## src/rtl/assert_macros.svh

```systemverilog
// assertion macros shared by the rtl
`ifndef ASSERT_MACROS_SVH
`define ASSERT_MACROS_SVH
// property that must hold when enabled
`define CHK_ALWAYS(label, en, prop, msg) \
  label: assert property (@(posedge clk) disable iff (rst) (en) |-> (prop)) else $error(msg);
// consequence checked in the next cycle
`define CHK_NEXT(label, cond, prop, msg) \
  label: assert property (@(posedge clk) disable iff (rst) (cond) |=> (prop)) else $error(msg);
`endif

```

## src/rtl/sha256_pkg.sv

```systemverilog
// types and constants for the sha-256 stream hasher
package sha256_pkg;
  typedef struct packed {
    logic [7:0] data_byte;
    logic       has_byte;
    logic       end_of_message;
  } in_item_t;

  typedef struct packed {
    logic [31:0] digest_word;
    logic [2:0]  word_index;
    logic        last_word;
  } out_item_t;

  typedef enum logic [2:0] {
    ST_IDLE, ST_LOAD, ST_ROUND, ST_UPDATE, ST_PAD, ST_EMIT
  } state_t;

  function automatic logic [31:0] init_h(input logic [2:0] i);
    case (i)
      3'd0: init_h = 32'h6a09e667;
      3'd1: init_h = 32'hbb67ae85;
      3'd2: init_h = 32'h3c6ef372;
      3'd3: init_h = 32'ha54ff53a;
      3'd4: init_h = 32'h510e527f;
      3'd5: init_h = 32'h9b05688c;
      3'd6: init_h = 32'h1f83d9ab;
      default: init_h = 32'h5be0cd19;
    endcase
  endfunction

  localparam logic [31:0] ROUND_K [64] = '{
    32'h428a2f98, 32'h71374491, 32'hb5c0fbcf, 32'he9b5dba5, 32'h3956c25b, 32'h59f111f1,
    32'h923f82a4, 32'hab1c5ed5, 32'hd807aa98, 32'h12835b01, 32'h243185be, 32'h550c7dc3,
    32'h72be5d74, 32'h80deb1fe, 32'h9bdc06a7, 32'hc19bf174, 32'he49b69c1, 32'hefbe4786,
    32'h0fc19dc6, 32'h240ca1cc, 32'h2de92c6f, 32'h4a7484aa, 32'h5cb0a9dc, 32'h76f988da,
    32'h983e5152, 32'ha831c66d, 32'hb00327c8, 32'hbf597fc7, 32'hc6e00bf3, 32'hd5a79147,
    32'h06ca6351, 32'h14292967, 32'h27b70a85, 32'h2e1b2138, 32'h4d2c6dfc, 32'h53380d13,
    32'h650a7354, 32'h766a0abb, 32'h81c2c92e, 32'h92722c85, 32'ha2bfe8a1, 32'ha81a664b,
    32'hc24b8b70, 32'hc76c51a3, 32'hd192e819, 32'hd6990624, 32'hf40e3585, 32'h106aa070,
    32'h19a4c116, 32'h1e376c08, 32'h2748774c, 32'h34b0bcb5, 32'h391c0cb3, 32'h4ed8aa4a,
    32'h5b9cca4f, 32'h682e6ff3, 32'h748f82ee, 32'h78a5636f, 32'h84c87814, 32'h8cc70208,
    32'h90befffa, 32'ha4506ceb, 32'hbef9a3f7, 32'hc67178f2
  };

  localparam logic [7:0] PAD_BYTE = 8'h80;
  localparam logic [63:0] BLOCK_BITS = 64'd512;

  function automatic logic [31:0] ror(input logic [31:0] x, input int n);
    ror = (x >> n) | (x << (32 - n));
  endfunction
endpackage

```

## src/rtl/sha256_round.sv

```systemverilog
// one sha-256 compression round; the message schedule word comes in as w_t
module sha256_round (
  input  logic [255:0] vars,
  input  logic [31:0]  w_t,
  input  logic [31:0]  k_t,
  output logic [255:0] vars_next
);
  import sha256_pkg::*;
  logic [31:0] a, b, c, d, e, f, g, h, t1, t2;
  always_comb begin
    {a, b, c, d, e, f, g, h} = vars;
    t1 = h + (ror(e, 6) ^ ror(e, 11) ^ ror(e, 25)) + ((e & f) ^ (~e & g)) + k_t + w_t;
    t2 = (ror(a, 2) ^ ror(a, 13) ^ ror(a, 22)) + ((a & b) ^ (a & c) ^ (b & c));
    vars_next = {t1 + t2, a, b, c, d + t1, e, f, g};
  end
endmodule

```

## src/rtl/sha256_stream_hasher_unit.sv

```systemverilog
// top level of the sha-256 stream hasher
// usage
// - in channel: one transaction per message byte (has_byte) with end_of_message
//   marking the final transaction; a transaction with has_byte low carries no byte
// - out channel: eight transactions per message, digest words 0..7 with last_word on 7
// - bytes go into a 64 x 8 synchronous memory with a registered read
// - a full block triggers a compression: a load of 64 byte reads through the
//   registered memory read, 64 rounds and one update of the chaining words
// - a byte that does not fill a block or end the message is written and the block stays idle for the next byte
// - end mark: padding is written one byte per cycle from the fill position up to
//   byte 63 (all 64 bytes for a second block), a compression per block,
//   then eight output transactions, one per cycle while the receiver does not stall
// - the message schedule lives in a 16-word rolling window of registers
// - reset returns fill count, length and chaining words to their initial values;
//   the buffer memory is not cleared, every byte is written before it is read
// - when the receiver stalls, the current word holds and the block waits
// - in stalls while a compression, padding or digest output is in progress
module sha256_stream_hasher_unit (
  input  logic                  clk,
  input  logic                  rst,
  input  sha256_pkg::in_item_t  in_item,
  input  logic                  in_valid,
  output logic                  in_stall,
  output sha256_pkg::out_item_t out_item,
  output logic                  out_valid,
  input  logic                  out_stall
);
  import sha256_pkg::*;
  `include "assert_macros.svh"

  // block buffer memory
  logic [7:0] buf_mem [64];
  logic       mem_we;
  logic [5:0] mem_waddr, mem_raddr;
  logic [7:0] mem_wdata, mem_rdata;

  always_ff @(posedge clk) begin
    if (mem_we) buf_mem[mem_waddr] <= mem_wdata;
    mem_rdata <= buf_mem[mem_raddr];
  end

  state_t      state, state_next;
  logic [5:0]  fill_count;
  logic [63:0] bit_length;
  logic [31:0] chain [8];
  logic [255:0] vars;
  logic [31:0] win [16];
  logic [6:0]  cnt;       // load byte counter or round counter
  logic        finishing; // compression belongs to the end of a message
  logic        second;    // a second final compression is due
  logic [63:0] total;     // latched message length
  logic [5:0]  pad_ptr;
  logic [2:0]  emit_idx;
  logic [255:0] round_out;
  logic [31:0] w_now, s0, s1, w_new;

  logic in_acc, out_acc;
  assign in_acc  = in_valid && !in_stall;
  assign out_acc = out_valid && !out_stall;
  assign in_stall = (state != ST_IDLE);

  // schedule: window head is w[t]; new word for t+16
  assign w_now = win[0];
  assign s0 = ror(win[1], 7) ^ ror(win[1], 18) ^ (win[1] >> 3);
  assign s1 = ror(win[14], 17) ^ ror(win[14], 19) ^ (win[14] >> 10);
  assign w_new = s1 + win[9] + s0 + win[0];

  sha256_round u_round (
    .vars(vars), .w_t(w_now), .k_t(ROUND_K[cnt[5:0]]), .vars_next(round_out)
  );

  // padding byte for position pad_ptr
  // the marker follows the last byte; after a full final block it opens the padding block
  logic [7:0] pad_byte;
  always_comb begin
    if (pad_ptr == fill_count && (!second || fill_count < 6'd56)) pad_byte = PAD_BYTE;
    else if (pad_ptr >= 6'd56 && !(second == 1'b0 && fill_count >= 6'd56))
      pad_byte = total[8*(63 - 32'(pad_ptr)) +: 8];
    else pad_byte = 8'h00;
  end

  always_comb begin
    state_next = state;
    mem_we = 1'b0;
    mem_waddr = fill_count;
    mem_wdata = in_item.data_byte;
    mem_raddr = cnt[5:0];
    case (state)
      ST_IDLE: begin
        if (in_acc) begin
          if (in_item.has_byte) begin
            mem_we = 1'b1;
            if (fill_count == 6'd63) state_next = ST_LOAD;
            else if (in_item.end_of_message) state_next = ST_PAD;
          end else if (in_item.end_of_message) state_next = ST_PAD;
        end
      end
      ST_PAD: begin
        mem_we = 1'b1;
        mem_waddr = pad_ptr;
        mem_wdata = pad_byte;
        if (pad_ptr == 6'd63) state_next = ST_LOAD;
      end
      ST_LOAD: if (cnt == 7'd64) state_next = ST_ROUND;
      ST_ROUND: if (cnt == 7'd63) state_next = ST_UPDATE;
      ST_UPDATE: begin
        if (!finishing) state_next = ST_IDLE;
        else if (second) state_next = ST_PAD;
        else state_next = ST_EMIT;
      end
      ST_EMIT: if (out_acc && emit_idx == 3'd7) state_next = ST_IDLE;
      default: state_next = ST_IDLE;
    endcase
  end

  assign out_valid = (state == ST_EMIT);
  assign out_item.digest_word = chain[emit_idx];
  assign out_item.word_index = emit_idx;
  assign out_item.last_word = (emit_idx == 3'd7);

  always_ff @(posedge clk) begin
    if (rst) begin
      state <= ST_IDLE;
      fill_count <= '0;
      bit_length <= '0;
      for (int i = 0; i < 8; i++) chain[i] <= init_h(3'(i));
      cnt <= '0;
      finishing <= 1'b0;
      second <= 1'b0;
      pad_ptr <= '0;
      emit_idx <= '0;
    end else begin
      state <= state_next;
      case (state)
        ST_IDLE: begin
          cnt <= '0;
          if (in_acc) begin
            if (in_item.has_byte) fill_count <= fill_count + 6'd1;
            if (in_item.has_byte && fill_count == 6'd63)
              bit_length <= bit_length + BLOCK_BITS;
            if (in_item.end_of_message) begin
              finishing <= 1'b1;
              // full block first, then a padding block from byte 0
              second <= in_item.has_byte && fill_count == 6'd63;
              if (in_item.has_byte) begin
                total <= bit_length + {54'd0, fill_count + 6'd1 == 6'd0 ? 7'd64 :
                         {1'b0, fill_count + 6'd1}, 3'd0};
                pad_ptr <= fill_count + 6'd1;
              end else begin
                total <= bit_length + {54'd0, 1'b0, fill_count, 3'd0};
                pad_ptr <= fill_count;
              end
            end
          end
        end
        ST_PAD: begin
          pad_ptr <= pad_ptr + 6'd1;
          if (pad_ptr == 6'd63) begin
            cnt <= '0;
            // two blocks needed when the marker left no room for the length
            if (!second && fill_count >= 6'd56) second <= 1'b1;
            else second <= 1'b0;
          end
        end
        ST_LOAD: begin
          // a read is issued at each count; its byte returns through the registered mem_rdata
          cnt <= (cnt == 7'd64) ? 7'd0 : cnt + 7'd1;
          if (cnt != 7'd0) begin
            // a new word starts every fourth byte
            if (cnt[1:0] == 2'd1) begin
              for (int i = 0; i < 15; i++) win[i] <= win[i + 1];
            end
            win[15] <= {win[15][23:0], mem_rdata};
          end
          for (int i = 0; i < 8; i++) vars[255 - 32*i -: 32] <= chain[i];
        end
        ST_ROUND: begin
          vars <= round_out;
          for (int i = 0; i < 15; i++) win[i] <= win[i + 1];
          win[15] <= w_new;
          cnt <= cnt + 7'd1;
        end
        ST_UPDATE: begin
          for (int i = 0; i < 8; i++) chain[i] <= chain[i] + vars[255 - 32*i -: 32];
          // the fill position is kept while a message finishes
          if (!finishing) fill_count <= '0;
          pad_ptr <= '0;
          emit_idx <= '0;
        end
        ST_EMIT: begin
          if (out_acc) begin
            emit_idx <= emit_idx + 3'd1;
            if (emit_idx == 3'd7) begin
              for (int i = 0; i < 8; i++) chain[i] <= init_h(3'(i));
              bit_length <= '0;
              fill_count <= '0;
              finishing <= 1'b0;
            end
          end
        end
        default: ;
      endcase
    end
  end

  `CHK_ALWAYS(a_no_in_when_busy, state != ST_IDLE, in_stall, "input taken while busy")
  `CHK_NEXT(a_emit_hold, out_valid && out_stall, out_valid && $stable(emit_idx),
            "digest word changed under stall")
  `CHK_NEXT(a_last_to_idle, out_acc && out_item.last_word, state == ST_IDLE,
            "block not idle after last word")
endmodule
```

## config.mk

```make
export PLATFORM = sky130hd
export DESIGN_NAME = sha256_stream_hasher_unit
export DESIGN_NICKNAME = d
export VERILOG_FILES = /design/src/rtl/sha256_pkg.sv /design/src/rtl/sha256_round.sv /design/src/rtl/sha256_stream_hasher_unit.sv
export VERILOG_INCLUDE_DIRS = /design/src /design/src/rtl
export SDC_FILE = /design/constraint.sdc
export NUM_CORES = 2
export LEC_CHECK = 0
export ABC_AREA = 1
export BUFFER_PORTS_ARGS = -buffer_cell sky130_fd_sc_hd__buf_2
export CORE_MARGIN = 10
export CORE_UTILIZATION = 40
export DETAILED_ROUTE_END_ITERATION = 6
export GPL_ROUTABILITY_DRIVEN = 0
export PLACE_DENSITY_LB_ADDON = 0.08
export SLEW_MARGIN = 20
export SYNTH_ARGS = -nofsm -noshare
export SYNTH_HDL_FRONTEND = slang
export SYNTH_SLANG_ARGS = --single-unit
```

## constraint.sdc

```tcl
create_clock -name clk -period 56.2 [get_ports clk]
set_input_delay 16.86 -clock clk [delete_from_list [all_inputs] [get_ports clk]]
set_output_delay 16.86 -clock clk [all_outputs]
set_load 0.05 [all_outputs]
```

# Word level (Yosys, flattened, before mapping)
# Memories as Yosys holds them, arrays and structs flattened. A register that Yosys moved wholly into a read port is not among the register bits.
# Index checks and enable logic that the tools add are counted.
[word_totals]
regBits = 411
ram_bits = 1280
rom_bits = 2048
input_bits = 14
out_inout_bits = 38
wordCells = 313
memories = 4
[classes]
add_sub_neg = 26
order_cmp = 4
n_eq_ne = 22
shift = 1
n_mux = 150
bitwise = 62
n_reduce_logical = 34
[memory_table]
columns = ["name", "words", "width", "rd", "rd_ports_with_merged_regs", "write_ports", "line_no", "rtl"]
rows = [
  ["(no name shown)", 64, 32, 1, 0, 0, "sha256_stream_hasher_unit.sv:69", ".vars(vars), .w_t(w_now), .k_t(ROUND_K[cnt[5:0]]), .vars_next(round_out)"],
  ["buf_mem", 64, 8, 1, 1, 1, "sha256_stream_hasher_unit.sv:32", "logic [7:0] buf_mem [64];"],
  ["win", 16, 32, 16, 0, 16, "sha256_stream_hasher_unit.sv:47", "logic [31:0] win [16];"],
  ["chain", 8, 32, 9, 1, 8, "sha256_stream_hasher_unit.sv:45", "logic [31:0] chain [8];"],
]
[ops]
columns = ["operator", "n"]
rows = [
  ["32-bit two-way mux", 74],
  ["32-bit adder", 18],
  ["256-bit one-hot mux with 2 select lines", 1],
  ["64-bit two-way mux", 5],
  ["32-bit XOR", 9],
  ["32-bit AND", 5],
  ["64-bit one-hot mux with 2 select lines", 1],
  ["64-bit by 10-bit adder with 64-bit output", 1],
  ["64-bit by 10-bit adder with 64-bit output (second input constant)", 1],
  ["64-bit by 9-bit adder with 64-bit output", 1],
  ["64-bit by 33-bit variable part select with 8-bit output", 1],
  ["6-bit two-way mux", 8],
  ["3-bit two-way mux", 12],
  ["6-bit one-hot mux with 3 select lines", 2],
  ["1-bit two-way mux", 35],
  ["32-bit NOT", 1],
  ["1-bit OR", 32],
  ["10-bit by 32-bit OR with 32-bit output", 1],
  ["13-bit by 32-bit OR with 32-bit output", 1],
  ["14-bit by 32-bit OR with 32-bit output", 1],
  ["15-bit by 32-bit OR with 32-bit output", 1],
  ["19-bit by 32-bit OR with 32-bit output", 1],
  ["21-bit by 32-bit OR with 32-bit output", 1],
  ["25-bit by 32-bit OR with 32-bit output", 1],
  ["43 further kinds", 85],
]

# Longest topological paths before layout
[depth]
word_depth = 9
ltp_mapped = 41
ltp_nobuf = 38

# Cells and area by module
# Synthesis repeated with hierarchy kept, for this count alone.
[unflattened]
cells_unflattened = 11251
hier_area_um2 = 100934.3
[modules_own_cells]
columns = ["mod", "n_inst", "cells_each", "area_per_inst_um2", "seq_area_each_um2"]
rows = [
  ["sha256_stream_hasher_unit", 1, 9484, 88622.5, 48536.6],
  ["sha256_round", 1, 1767, 12311.8, 0.0],
]

# Worst setup path before layout
# No wires, ideal clock.
[synth_path]
path_kind = "in2reg"
start = "input port rst"
end = "memory win[0][0] (enable)"
setup_ps = 1988
arrival_time_ps = 51067
required_ps = 54212
setup_slack_ps = 3145
path_stages = 5
path_buffers = 2
cell_sequence = "clkbuf_1 nor3_2 inv_2 buf_2 o21ai_0"
[synth_rtl]
columns = ["item", "line_no", "rtl"]
rows = [
  ["start, declared", "sha256_stream_hasher_unit.sv:20", "input logic rst,"],
  ["end, declared", "sha256_stream_hasher_unit.sv:47", ""],
]

==> flow_summary.ini <==
[sta]
relSlewSlack_pct = 18.8
fin_crit_sh_pct = 37.3
worst_hold_slack_ns = 0.363
fin_skew_ns = 0.0669
worst_slew_pin_slew_ns = 1.22
fmax_mhz = 47.8
rsz0062_at_grt = false
final-setup-viol-count = 0
fin_crit_ns = 20.94
setup_tns_ns = 0
maxSlewViolCount = 0
hold_viol_final = 0

[grt]
use_met1_pct = 36.9
use_met3_pct = 5.53
busiest_layer = met2
grt-ovfl-total = 0
first_global_vias = 75400
gr-usage-met2_pct = 40.3
grt_antenna_before_repair = 15
grt_first_pass_wirelength_um = 526000
grtUsageTotal_pct = 26.6
grt_max_degree = 210

[setup_path]
end_kind = output pin
r2r-end = vars[255]
cp_max_fo = 77
r2r_cells = 30
start_kind = register
rr_startpoint = cnt[1]
critPathKind = reg -> out
crit_arrival_ns = 4.08
cpMaxStageDelayCell = buf_4
rrSetupSlack_ns = 46.95
slowest_delay_ns = 0.72
required_ns = 39.34
crit_chain = inv_4, buf_4, nand2_1, o21ai_0, a21oi_1, a31oi_1, buf_2

[run_status]
violations = design-rule violations
status = finished with violations

[clock_tree]
worst_skew_pair.late_latency_ns = 0.91
clock-root-buffer = clkbuf_16
ctsResizeCount = 0
cts_tree = done
cts.sinks = 1690
cts_hold_buf = 0
clk_path_buf_depth = 3
post-cts-setup-buffer-count = 0
numCtsBuffers = 194
htree_num_levels = 4
cts.clk_slew.worst_paths_ns = 0.06

[route]
wire_per_inst_um = 26.0
drt_pass1_iterations = 7
via_per_inst = 5.72
routed-via-count = 80700
wl_um = 367000
post-route-drc-count = 100
ant_nets = 0
drtIter0Drc = 10300

[die]
fp.dieH_um = 515
die_w_um = 515
coreArea_um2 = 244000
rows = 181
start_util_pct = 40.3
io_pins = 52
die_area_um2 = 266000

[cells_and_area]
nFillCells = 23700
stdcell_area_um2 = 108000
ff_latch_area_um2 = 48600
areaGrowthSynthToFinish_pct = 10.3
nets = 11300
drive_gt1_share_pct = 5.19
multi_input_area_um2 = 43500

[job]
maxCapViolCount = 0

[placed_design]
hpwl_um = 272000
portBuffers = 51
place_area_um2 = 102000

[logic_synthesis]
synth_most_common_cell = nand2_1
syn-num-nets = 11400
avgSynthCellArea_um2 = 9.11
ys_types = 66
synth_top_cell_area_share_pct = 44.9
yosys_warnings = 0
synthCells = 10800
yosysTopAreaCell = edfxtp_1
syn_area_um2 = 98200
synthTopCellsByCount = nand2_1, edfxtp_1, inv_1, o21ai_0, nor2_1
synth-edff-count = 1469
synthTopCellsByArea = edfxtp_1, nand2_1, ha_1
async_reset_ff_share_pct = 0
ys_seq_area_share_pct = 49.4
synth-seq-cells = 1690
ys.flop_type = edfxtp_1

[min_path]
holdPathStages = 0
hold_end = win[1][95]
min_from = win[1][127]
min-delay-path-class = reg -> reg
==> metal layers <==
metal  vias up  part of all wire, %
met4        10                  5.1
met5         -                0.022
met1     38900                   42
met2      4105                   43
li1      37000                    -
met3       731                  9.4
==> per-stage QoR <==
stage | util [%] | setup WS, ns | cells
2_1_floorplan | - | 3.15 | 10800
5_1_grt | 44.4 | 35.10 | 14100
3_3_place_gp | 41.8 | 34.59 | 13700
4_1_cts | 44.4 | 35.32 | 14100
6_report | 44.4 | 35.26 | 14100
3_5_place_dp | 41.8 | 34.47 | 13700
==> layout by cell type (no fill, tap or decap), types with 195 or more instances in the layout <==
cell	count
a21oi_1	822
clkbuf_16	195
dfxtp_1	214
edfxtp_1	1469
fa_1	195
ha_1	407
inv_1	1239
nand2_1	2085
nand3_1	464
nor2_1	901
o21ai_0	986
xor2_1	275
==> area by class of cell <==
| cell class | instances | share of cell area [%] |
|---|---|---|
| inverter | 1260 | 4.38 |
| tap | 3202 | 3.70 |
| timing repair buffer | 147 | 0.959 |
| clock inverter | 121 | 1.20 |
| clock buffer | 246 | 4.73 |
| antenna | 9 | 0.0208 |
| sequential | 1690 | 44.8 |
| multi-input combinational | 7433 | 40.2 |
==> how the worst max path moves through the flow <==
stage | cells past startpoint | slack, ns | startpoint | to
floorplan | 5 | 3.15 | rst | win[0][0]
global placement | 6 | 34.59 | rst | vars[247]
detailed placement | 6 | 34.47 | rst | vars[250]
global route | 7 | 35.10 | register | out_item[35]
CTS | 7 | 35.32 | register | out_item[35]
finish | 7 | 35.26 | register | out_item[35]
==> worst max-delay path, delay by kind of cell (launching register included) <==
kind	cells	cell delay (ns)
AO/OA/AOI/OAI	3	0.92
buffers and inverters	3	1.60
flip-flops	1	0.52
AND/OR/NAND/NOR	1	0.11
==> flip-flops by register name, indices dropped and copies added, names as in the netlist, 6 cells and up, named ones only <==
signal,cells
pad_ptr,6
win,512
chain,256
cnt,7
vars,256
bit_length,55
buf_mem,512
total,61
fill_count,6
mem_rdata,8
==> cells by family after synthesis <==
logic type / count (synthesis) / share of synthesized area, %
AO/OA/AOI/OAI: 2492 / 14.4
flip-flops: 1690 / 49.4
adder cells (fa/ha/maj): 613 / 9.28
multiplexers: 1 / 0.0102
XOR/XNOR: 467 / 4.17
other: 1 / 0.00382
buffers and inverters: 1658 / 6.38
AND/OR/NAND/NOR: 3859 / 16.3
Power is not shown: default switching activity piles up to over one toggle a cycle in this logic, so the estimate is an artifact.
